<file path="config.mk">
export PLATFORM = sky130hd
export DESIGN_NAME = adc_level_and_overload_meter
export DESIGN_NICKNAME = d
export VERILOG_FILES = /design/src/design/alom_pkg.sv /design/src/design/adc_level_and_overload_meter.sv
export SDC_FILE = /design/constraint.sdc
export NUM_CORES = 2
export LEC_CHECK = 0
export BUFFER_PORTS_ARGS = -buffer_cell sky130_fd_sc_hd__buf_2
export CORE_MARGIN = 4
export CORE_UTILIZATION = 60
export DETAILED_ROUTE_END_ITERATION = 16
export PLACE_DENSITY = 0.77
export SLEW_MARGIN = 20
export SYNTH_ARGS = -nofsm -noshare
export SYNTH_HDL_FRONTEND = slang
export SYNTH_SLANG_ARGS = --single-unit
export TNS_END_PERCENT = 20
</file>
<file path="constraint.sdc">
create_clock -name clk -period 8.8 [get_ports clk]
set_clock_uncertainty 0.1 [all_clocks]
set_input_delay 0.88 -clock clk [delete_from_list [all_inputs] [get_ports clk]]
set_output_delay 0.88 -clock clk [all_outputs]
set_load 0.02 [all_outputs]
</file>
<file path="src/design/alom_pkg.sv">
// Package with the types, codes and constants of the ADC level and overload meter.
`timescale 1ns / 1ps
`default_nettype none

package alom_pkg;

    localparam int SUM_W  = 31;
    localparam int CNT_W  = 17;
    localparam int PPM_W  = 20;
    localparam int GAP_W  = 16;
    localparam int PHASE_W = 8;
    localparam int STRIDE_W = 9;
    localparam int PROD_W = CNT_W + PPM_W;
    localparam int CFG_IDX_W = 3;
    localparam int CFG_DATA_W = 20;
    localparam int OUT_DATA_W = 72;

    localparam logic [SUM_W-1:0]    SUM_MAX    = '1;
    localparam logic [CNT_W-1:0]    CNT_MAX    = '1;
    localparam logic [GAP_W-1:0]    MS_MAX     = '1;
    localparam logic [7:0]          MID_CODE   = 8'd128;
    localparam logic [PPM_W-1:0]    PPM_SCALE  = 20'd1000000;
    localparam logic [STRIDE_W-1:0] STRIDE_MAX = 9'd256;

    typedef enum logic [1:0] {
        KIND_SAMPLE = 2'd0,
        KIND_TICK   = 2'd1,
        KIND_CLEAR  = 2'd2,
        KIND_NONE   = 2'd3
    } kind_t;

    typedef enum logic [CFG_IDX_W-1:0] {
        REG_SAMPLE_STRIDE    = 3'd0,
        REG_CLIP_LOW_LIMIT   = 3'd1,
        REG_CLIP_HIGH_LIMIT  = 3'd2,
        REG_CLIP_PPM_TRIGGER = 3'd3,
        REG_OVERLOAD_GAP_MS  = 3'd4,
        REG_EVENT_ENABLE     = 3'd5
    } reg_idx_t;

    typedef enum logic [1:0] {
        OP_TICK   = 2'd0,
        OP_CLEAR  = 2'd1,
        OP_RESULT = 2'd2
    } op_t;

    typedef struct packed {
        op_t              op;
        logic [SUM_W-1:0] sum;
        logic [CNT_W-1:0] cnt;
        logic [CNT_W-1:0] clip;
    } token_t;

endpackage

`default_nettype wire

</file>
<file path="src/design/adc_level_and_overload_meter.sv">
// Top level of the ADC level and overload meter.
//
// Input requests arrive on the s_axis channel: tuser carries the kind (sample byte,
// millisecond tick or overload clear), tdata the ADC byte and tlast the last byte
// of a buffer. Every stride-th byte of a buffer, starting with the first, is
// measured. On the last byte of a buffer one result leaves on the m_axis channel
// with the saturated sum of squares, the sample and clip counts, the overload
// level and the rate-limited overload event.
// A new request is taken in every cycle while the input is not stalled. A result
// passes the input register, the accumulator stage and the product stage, whose 17
// by 20 bit multipliers set the depth, and then the output register.
// Ticks and clears travel the same stages so that their order with results holds.
// Reset clears all accumulators and the overload flag, loads the registers with
// their defaults and sets the millisecond counter to its maximum, so that the
// first event is allowed. While the receiver stalls with a result waiting, sample
// bytes keep accumulating and ticks and clears still complete. Once a second result
// waits in the last stage, the next tick, clear or buffer end stops behind it, and
// the input stalls when one more request has entered the input register.
// Configuration is written through cfg_we, cfg_index and cfg_data while idle.
`timescale 1ns / 1ps
`default_nettype none

module adc_level_and_overload_meter
    import alom_pkg::*;
(
    input  wire logic                  clk,
    input  wire logic                  rst_n,
    input  wire logic                  cfg_we,
    input  wire logic [CFG_IDX_W-1:0]  cfg_index,
    input  wire logic [CFG_DATA_W-1:0] cfg_data,
    input  wire logic                  s_axis_tvalid,
    output      logic                  s_axis_tready,
    input  wire logic [7:0]            s_axis_tdata,  // [7:0] sample_byte
    input  wire logic [1:0]            s_axis_tuser,  // [1:0] kind
    input  wire logic                  s_axis_tlast,
    output      logic                  m_axis_tvalid,
    input  wire logic                  m_axis_tready,
    // [30:0] sum_squares, [47:31] sample_count, [64:48] clipped_count,
    // [65] overload_level, [66] overload_event, [71:67] zero
    output      logic [OUT_DATA_W-1:0] m_axis_tdata
);

    logic [STRIDE_W-1:0] stride_reg;
    logic [7:0]          clip_low_reg;
    logic [7:0]          clip_high_reg;
    logic [PPM_W-1:0]    trigger_reg;
    logic [GAP_W-1:0]    gap_reg;
    logic                evt_en_reg;

    logic                v1_reg;
    kind_t               kind1_reg;
    logic [7:0]          byte1_reg;
    logic                last1_reg;

    logic [PHASE_W-1:0]  phase_reg;
    logic [SUM_W-1:0]    sum_reg;
    logic [CNT_W-1:0]    cnt_reg;
    logic [CNT_W-1:0]    clip_reg;

    logic                v2_reg;
    token_t              tok2_reg;
    logic                v3_reg;
    token_t              tok3_reg;
    logic [PROD_W-1:0]   prod_clip_reg;
    logic [PROD_W-1:0]   prod_trig_reg;

    logic                flag_reg;
    logic [GAP_W-1:0]    ms_reg;
    logic                out_v_reg;
    logic [OUT_DATA_W-1:0] out_data_reg;

    logic                rdy2;
    logic                rdy3;
    logic                move1;
    logic                adv3;

    logic [STRIDE_W-1:0] stride_eff;
    logic                take;
    logic [7:0]          mag;
    logic [15:0]         square;
    logic [SUM_W:0]      sum_add;
    logic [SUM_W-1:0]    sum_next;
    logic [CNT_W-1:0]    cnt_next;
    logic [CNT_W-1:0]    clip_next;
    logic                clip_hit;
    logic [STRIDE_W-1:0] phase_plus;
    logic [PHASE_W-1:0]  phase_next;
    logic                emit2;
    token_t              tok2_next;

    logic                level;
    logic                event_fire;

    // Configuration registers.
    always_ff @(posedge clk or negedge rst_n)
    begin
        if (!rst_n)
        begin
            stride_reg    <= 9'd1;
            clip_low_reg  <= 8'd0;
            clip_high_reg <= 8'd255;
            trigger_reg   <= 20'd1000;
            gap_reg       <= 16'd1000;
            evt_en_reg    <= 1'b0;
        end
        else if (cfg_we)
        begin
            case (cfg_index)
                REG_SAMPLE_STRIDE:    stride_reg    <= cfg_data[STRIDE_W-1:0];
                REG_CLIP_LOW_LIMIT:   clip_low_reg  <= cfg_data[7:0];
                REG_CLIP_HIGH_LIMIT:  clip_high_reg <= cfg_data[7:0];
                REG_CLIP_PPM_TRIGGER: trigger_reg   <= cfg_data[PPM_W-1:0];
                REG_OVERLOAD_GAP_MS:  gap_reg       <= cfg_data[GAP_W-1:0];
                REG_EVENT_ENABLE:     evt_en_reg    <= cfg_data[0];
                default:              ;
            endcase
        end
    end

    // Handshake chain through the stages.
    assign adv3  = v3_reg && ((tok3_reg.op != OP_RESULT) || !out_v_reg || m_axis_tready);
    assign rdy3  = !v3_reg || adv3;
    assign rdy2  = !v2_reg || rdy3;
    assign move1 = v1_reg && rdy2;
    assign s_axis_tready = !v1_reg || rdy2;

    // Input register.
    always_ff @(posedge clk or negedge rst_n)
    begin
        if (!rst_n)
        begin
            v1_reg <= 1'b0;
        end
        else if (s_axis_tready)
        begin
            v1_reg <= s_axis_tvalid;
        end
    end

    always_ff @(posedge clk)
    begin
        if (s_axis_tready && s_axis_tvalid)
        begin
            kind1_reg <= kind_t'(s_axis_tuser);
            byte1_reg <= s_axis_tdata;
            last1_reg <= s_axis_tlast;
        end
    end

    // Accumulator stage.
    always_comb
    begin
        if (stride_reg == '0)
        begin
            stride_eff = 9'd1;
        end
        else if (stride_reg > STRIDE_MAX)
        begin
            stride_eff = STRIDE_MAX;
        end
        else
        begin
            stride_eff = stride_reg;
        end

        take     = (phase_reg == '0);
        mag      = (byte1_reg >= MID_CODE) ? (byte1_reg - MID_CODE) : (MID_CODE - byte1_reg);
        square   = 16'(mag) * 16'(mag);
        sum_add  = {1'b0, sum_reg} + (SUM_W + 1)'(square);
        sum_next = sum_add[SUM_W] ? SUM_MAX : sum_add[SUM_W-1:0];
        cnt_next = (cnt_reg == CNT_MAX) ? cnt_reg : cnt_reg + 1'b1;
        clip_hit = (byte1_reg <= clip_low_reg) || (byte1_reg >= clip_high_reg);
        clip_next = (clip_hit && (clip_reg != CNT_MAX)) ? clip_reg + 1'b1 : clip_reg;
        if (!take)
        begin
            sum_next  = sum_reg;
            cnt_next  = cnt_reg;
            clip_next = clip_reg;
        end
        phase_plus = STRIDE_W'(phase_reg) + 1'b1;
        phase_next = (phase_plus >= stride_eff) ? '0 : phase_plus[PHASE_W-1:0];

        emit2          = 1'b0;
        tok2_next.op   = OP_RESULT;
        tok2_next.sum  = sum_next;
        tok2_next.cnt  = cnt_next;
        tok2_next.clip = clip_next;
        case (kind1_reg)
            KIND_SAMPLE:
            begin
                emit2 = last1_reg;
            end
            KIND_TICK:
            begin
                emit2        = 1'b1;
                tok2_next.op = OP_TICK;
            end
            KIND_CLEAR:
            begin
                emit2        = 1'b1;
                tok2_next.op = OP_CLEAR;
            end
            default:
            begin
                emit2 = 1'b0;
            end
        endcase
    end

    always_ff @(posedge clk or negedge rst_n)
    begin
        if (!rst_n)
        begin
            phase_reg <= '0;
            sum_reg   <= '0;
            cnt_reg   <= '0;
            clip_reg  <= '0;
        end
        else if (move1 && (kind1_reg == KIND_SAMPLE))
        begin
            if (last1_reg)
            begin
                phase_reg <= '0;
                sum_reg   <= '0;
                cnt_reg   <= '0;
                clip_reg  <= '0;
            end
            else
            begin
                phase_reg <= phase_next;
                sum_reg   <= sum_next;
                cnt_reg   <= cnt_next;
                clip_reg  <= clip_next;
            end
        end
    end

    always_ff @(posedge clk or negedge rst_n)
    begin
        if (!rst_n)
        begin
            v2_reg <= 1'b0;
            v3_reg <= 1'b0;
        end
        else
        begin
            if (rdy2)
            begin
                v2_reg <= move1 && emit2;
            end
            if (rdy3)
            begin
                v3_reg <= v2_reg;
            end
        end
    end

    always_ff @(posedge clk)
    begin
        if (rdy2 && move1 && emit2)
        begin
            tok2_reg <= tok2_next;
        end
        if (rdy3 && v2_reg)
        begin
            tok3_reg      <= tok2_reg;
            prod_clip_reg <= PROD_W'(tok2_reg.clip) * PROD_W'(PPM_SCALE);
            prod_trig_reg <= PROD_W'(trigger_reg) * PROD_W'(tok2_reg.cnt);
        end
    end

    // Overload decision and output register.
    assign level      = (prod_clip_reg >= prod_trig_reg);
    assign event_fire = level && !flag_reg && evt_en_reg && (ms_reg >= gap_reg);

    always_ff @(posedge clk or negedge rst_n)
    begin
        if (!rst_n)
        begin
            flag_reg  <= 1'b0;
            ms_reg    <= MS_MAX;
            out_v_reg <= 1'b0;
        end
        else
        begin
            if (adv3)
            begin
                case (tok3_reg.op)
                    OP_TICK:
                    begin
                        if (ms_reg != MS_MAX)
                        begin
                            ms_reg <= ms_reg + 1'b1;
                        end
                    end
                    OP_CLEAR:
                    begin
                        flag_reg <= 1'b0;
                    end
                    OP_RESULT:
                    begin
                        flag_reg <= level;
                        if (event_fire)
                        begin
                            ms_reg <= '0;
                        end
                    end
                    default:
                    begin
                    end
                endcase
            end
            if (adv3 && (tok3_reg.op == OP_RESULT))
            begin
                out_v_reg <= 1'b1;
            end
            else if (m_axis_tready)
            begin
                out_v_reg <= 1'b0;
            end
        end
    end

    always_ff @(posedge clk)
    begin
        if (adv3 && (tok3_reg.op == OP_RESULT))
        begin
            out_data_reg <= {5'd0, event_fire, level, tok3_reg.clip, tok3_reg.cnt, tok3_reg.sum};
        end
    end

    assign m_axis_tvalid = out_v_reg;
    assign m_axis_tdata  = out_data_reg;

    // An event is only reported together with a raised overload level.
    assert property (@(posedge clk) disable iff (!rst_n)
        m_axis_tvalid |-> (!m_axis_tdata[66] || m_axis_tdata[65]))
        else $error("overload event without overload level");

    // The clip count never runs ahead of the sample count.
    assert property (@(posedge clk) disable iff (!rst_n)
        clip_reg <= cnt_reg)
        else $error("clip count exceeds sample count");

    // A fired event restarts the millisecond counter.
    assert property (@(posedge clk) disable iff (!rst_n)
        (adv3 && (tok3_reg.op == OP_RESULT) && event_fire) |=> (ms_reg == '0))
        else $error("event did not restart the millisecond counter");

    // An empty input register always takes a request.
    assert property (@(posedge clk) disable iff (!rst_n)
        !v1_reg |-> s_axis_tready)
        else $error("input stalled with an empty input register");

endmodule

`default_nettype wire
</file>
Word-level counts from Yosys, hierarchy flattened
Cells that the tools add are included.
Cells by class
  add/sub/neg operators: 7
  multiply operators: 3
  mux-type cells: 22
  reductions and logical operators: 41
  equal/unequal tests: 15
  magnitude comparators: 7
Operators by type and width (number)
  $mux 17: 6
  $mux 31: 3
  $ge 37x37->1: 1
  $mul 20x17->37: 1
  $add 17x1->17 const B: 2
  $add 31x16->32: 1
  $mux 16: 2
  $pmux 16 s2: 1
  $mul 17x14->31 const B: 1
  $mux 8: 3
  $mux 9: 2
  $eq 17x17->1 const B: 1
  $ne 17x17->1 const B: 1
  $add 16x1->16 const B: 1
  $ge 16x16->1: 1
  $mul 8x8->16: 1
  $ne 16x16->1 const B: 1
  $reduce_and 2->1: 7
  $logic_and 1x1->1: 13
  $add 8x1->9 const B: 1
  $ge 9x9->1: 1
  $gt 9x9->1 const B: 1
  $logic_not 9->1: 1
  $ge 8x8->1: 1
  21 further kinds: 41
Storage, ports and cells
  output and inout bits: 74
  logic and storage cells: 125
  bits in registers: 436

Longest topological paths before layout
  word-level depth: 9
  depth in mapped cells: 26
  mapped depth without buffers: 25

Worst setup path before layout
Ideal clock, no wire load.
  path type: register to register
  start: register trigger_reg[8]
  end: register prod_trig_reg[33] (data pin)
  path buffers: 3
  clock period less this slack: 6.633 ns
  stages on the path, launching flop included: 23
  path slack: 2.167 ns
  setup time: 0.288 ns
  arrival: 6.246 ns
  required time: 8.412 ns
  path through: dfstp_2 clkbuf_1 clkbuf_1 nand2_1 fa_1 inv_1 fa_1 fa_1 fa_1 fa_1 inv_1 fa_1 inv_1 ha_1 clkbuf_1 a21o_1 a21o_1 a21o_1 a2111oi_2 a21oi_1 a31oi_1 a21o_1 o311ai_0
On the way
  longest elaborated chain between the ends: 1
Ends and longest elaborated chain
  from (decl): RTL line adc_level_and_overload_meter.sv:46  | logic [PPM_W-1:0] trigger_reg;
  from (signal assigned): RTL line adc_level_and_overload_meter.sv:112  | REG_CLIP_PPM_TRIGGER: trigger_reg <= cfg_data[PPM_W-1:0];
  $mul 20x17->37: RTL line adc_level_and_overload_meter.sv:268  | prod_trig_reg <= PROD_W'(trigger_reg) * PROD_W'(tok2_reg.cnt);
  to (signal assigned): RTL line adc_level_and_overload_meter.sv:268
  to (decl): RTL line adc_level_and_overload_meter.sv:65  | logic [PROD_W-1:0] prod_trig_reg;
Every way passes these cells.
A chain may end at the register's enable or synchronous reset.

Worst setup path in the final report
  start: register tok2_reg[25] in the netlist's numbering
  end: register prod_trig_reg[33] (data pin)
On the way
  longest elaborated chain between the ends: 1
Ends and longest elaborated chain
  from (decl): RTL line adc_level_and_overload_meter.sv:61  | token_t tok2_reg;
  from (signal assigned): RTL line adc_level_and_overload_meter.sv:262  | tok2_reg <= tok2_next;
  $mul 20x17->37: RTL line adc_level_and_overload_meter.sv:268
Every way passes these cells.

==> results.py <==
metrics = {
    "status": {
        "run_status": "complete, no violations",
    },
    "placement": {
        "io_buffers": 107,
        "dp_hpwl_um": 60000,
        "place_congestion": 0.919,
        "place_area_um2": 36400,
        "dp_cells": 4073,
    },
    "logic_synthesis": {
        "ys_warn_count": 0,
        "synth_area_um2": 35200,
        "synth_edf_count": 277,
        "seq_area_frac_synth": 0.348,
        "avgSynthCellArea_um2": 10.7,
        "synth_top_cell_by_area": "edfxtp_1",
        "ys_ff_latch": 433,
        "synthDominantCellAreaShare": 0.236,
        "async_reset_ff_frac": 0.360,
        "ys_types": 96,
        "synthTopCellsByArea": "edfxtp_1 (24%), fa_1 (21%), ha_1 (12%)",
        "postSynthCellCount": 3301,
        "synth-main-ff-cell": "edfxtp_1",
    },
    "cts": {
        "hold_buffers": 0,
        "postCtsResizedCells": 0,
        "h-tree-depth": 2,
        "post-cts-setup-buffers": 0,
        "cts.clk_slew.worst_paths_ps": 60,
        "clk_path_buf_depth": 3,
        "cts_made_buffers": 46,
        "clock-sinks": 433,
        "clockRootBuffer": "clkbuf_16",
        "clk_latency_ps": 620,
        "cts_tree": "done",
    },
    "grt": {
        "grt_pass1_vias": 25183,
        "grtUsageTotal": 0.256,
        "grt_max_degree": 89,
        "antenna_found_initial": 4,
        "grt_first_pass_wirelength_um": 130000,
        "grt_overflow": 0,
    },
    "die": {
        "core-area_um2": 57900,
        "num_rows": 88,
        "die_h_um": 250,
        "die_w_um": 250,
        "io_pins": 113,
        "initial_core_util": 0.608,
        "fp.dieArea_um2": 62700,
    },
    "drt": {
        "drt_iter0_markers": 1975,
        "dr.pass1.iters": 6,
        "drc": 0,
        "vias_per_cell": 5.74,
        "vias": 23867,
        "ant_nets": 0,
        "wirelength_um": 78900,
        "wl_per_cell_um": 19.0,
    },
    "sta": {
        "worstMarginPinSlew_ps": 1070,
        "fin_crit_sh": 0.809,
        "timing.fmax_mhz": 140,
        "drv_slew": 0,
        "slew_headroom": 0.290,
        "grt_setup_unrepaired": "false",
        "finalHoldViolCount": 0,
        "fin_setup_tns_ps": 0,
        "period_minus_slack_ps": 7120,
        "setup_viol": 0,
    },
    "worst_setup_path": {
        "cp_top_family": "adder cells",
        "end_kind": "register",
        "crit_type": "register to register",
        "crit_chain": "nand2_1, fa_1, inv_1, fa_1, fa_1, fa_1, fa_1, inv_1, fa_1, inv_1, ha_1, a21o_1, a21o_1, a21o_1, a2111oi_2, a21oi_1, a31oi_1, a21o_1, o311ai_0",
        "cp_data_arrival_time_ps": 7310,
        "crit_path_max_incr_delay_ps": 1050,
        "worst-path-buf-inv": 3,
        "crit_path_frequent_cell": "fa_1",
        "crit_slowest_cell": "edfxtp_1",
        "cp_max_fo": 21,
        "start_kind": "register",
        "cp.required_ps": 8990,
    },
    "cells_and_area": {
        "layout.cells.non_filler": 4159,
        "area_growth_pct": 7.49,
        "fin_nets": 4108,
        "fin_area_um2": 37900,
        "drive_gt1_frac": 0.0916,
        "n_antenna_cell": 0,
    },
    "worst_hold_path": {
        "min_path_type": "input port to asynchronous set/reset pin",
    },
    "run": {
        "drv_cap": 0,
    },
}
==> path summary, 6_finish.rpt <==
| check | to | cells after the start | slack (ps) | start |
|---|---|---|---|---|
| worst min-delay path | gap_reg[4] | 1 | 230 | rst_n |
| worst min register to register | tok3_reg[57] | 0 | 310 | tok2_reg[57] |
| min in group clk | tok3_reg[57] | 0 | 310 | tok2_reg[57] |
| worst max register to register | prod_trig_reg[33] | 19 | 1680 | tok2_reg[25] |
| max in group asynchronous | clip_reg[5] | 2 | 6880 | rst_n |
| worst max-delay path | prod_trig_reg[33] | 19 | 1680 | tok2_reg[25] |
==> synth_stat cells (6+ instances only) <==
cell	instances
o31ai_1	21
inv_1	561
dfrtp_1	119
a21o_1	47
o22a_1	8
buf_4	6
edfxtp_1	277
fa_1	366
or3_1	6
o21ai_0	114
o211ai_1	6
a31oi_1	18
xnor2_1	82
nor2_1	109
ha_1	346
and4_1	8
a22o_1	19
a41oi_1	12
and3_1	29
nand3_1	40
nand4_1	17
nand2_1	374
nand2b_1	19
nor2b_1	12
or2_2	10
clkbuf_1	106
mux2_2	38
dfstp_2	37
a21oi_1	115
and2_1	128
o21ai_1	6
buf_2	13
o21bai_1	11
o21a_1	21
nor3_1	33
o2bb2ai_1	10
xor2_1	41
==> final cells by class <==
type                    instances  area [um2]
clock inverters                22         176
inverters                     563        2110
repair buffers                127         696
well taps                     765         957
multi-input cells            2186       20400
flip-flops and latches        433       12300
clock buffers                  63        1230
fillers                      4403       20000
==> cell usage in the layout (no fill, tap or decap), types with 21 or more instances in the layout <==
master	instances
xnor2_1	82
clkbuf_16	46
a21o_1	47
dfrtp_1	119
and2_1	127
o21ai_0	114
fa_1	366
o31ai_1	21
and3_1	29
nor3_1	31
xor2_1	41
inv_1	561
ha_1	346
a21oi_1	115
nor2_1	107
edfxtp_1	277
nand3_1	39
dfstp_2	37
buf_2	106
mux2_2	38
nand2_1	374
o21a_1	21
==> kinds of logic after synthesis <==
logic type / Yosys count / share of synthesized area
flip-flops: 433 / 0.348
adder cells (fa/ha/maj): 712 / 0.331
AO/OA/AOI/OAI: 477 / 0.0898
XOR/XNOR: 123 / 0.0306
buffers and inverters: 691 / 0.0749
AND/OR/NAND/NOR: 823 / 0.113
multiplexers: 40 / 0.0127
other: 2 / 0.000213
==> through the flow <==
step                setup slack, ps  utilization  hold slack [ps]
floorplan                      2170            -              300
global placement               1820        0.629              304
detailed placement             1710        0.629              305
CTS                            1720        0.653              237
global route                   1300        0.654              286
finish                         1680        0.654              229
==> metal layers <==
layer / up-vias / part of all wire / global-route usage
met5: - / 0.000089 / 0
met4: 2 / 0.022 / 0.0632
met3: 140 / 0.062 / 0.0359
met2: 763 / 0.50 / 0.441
met1: 11990 / 0.42 / 0.348
li1: 10972 / - / -
Power is left out: the tool's default activity adds up to more than one toggle a clock period on the data nets, which glitch-free logic cannot reach.
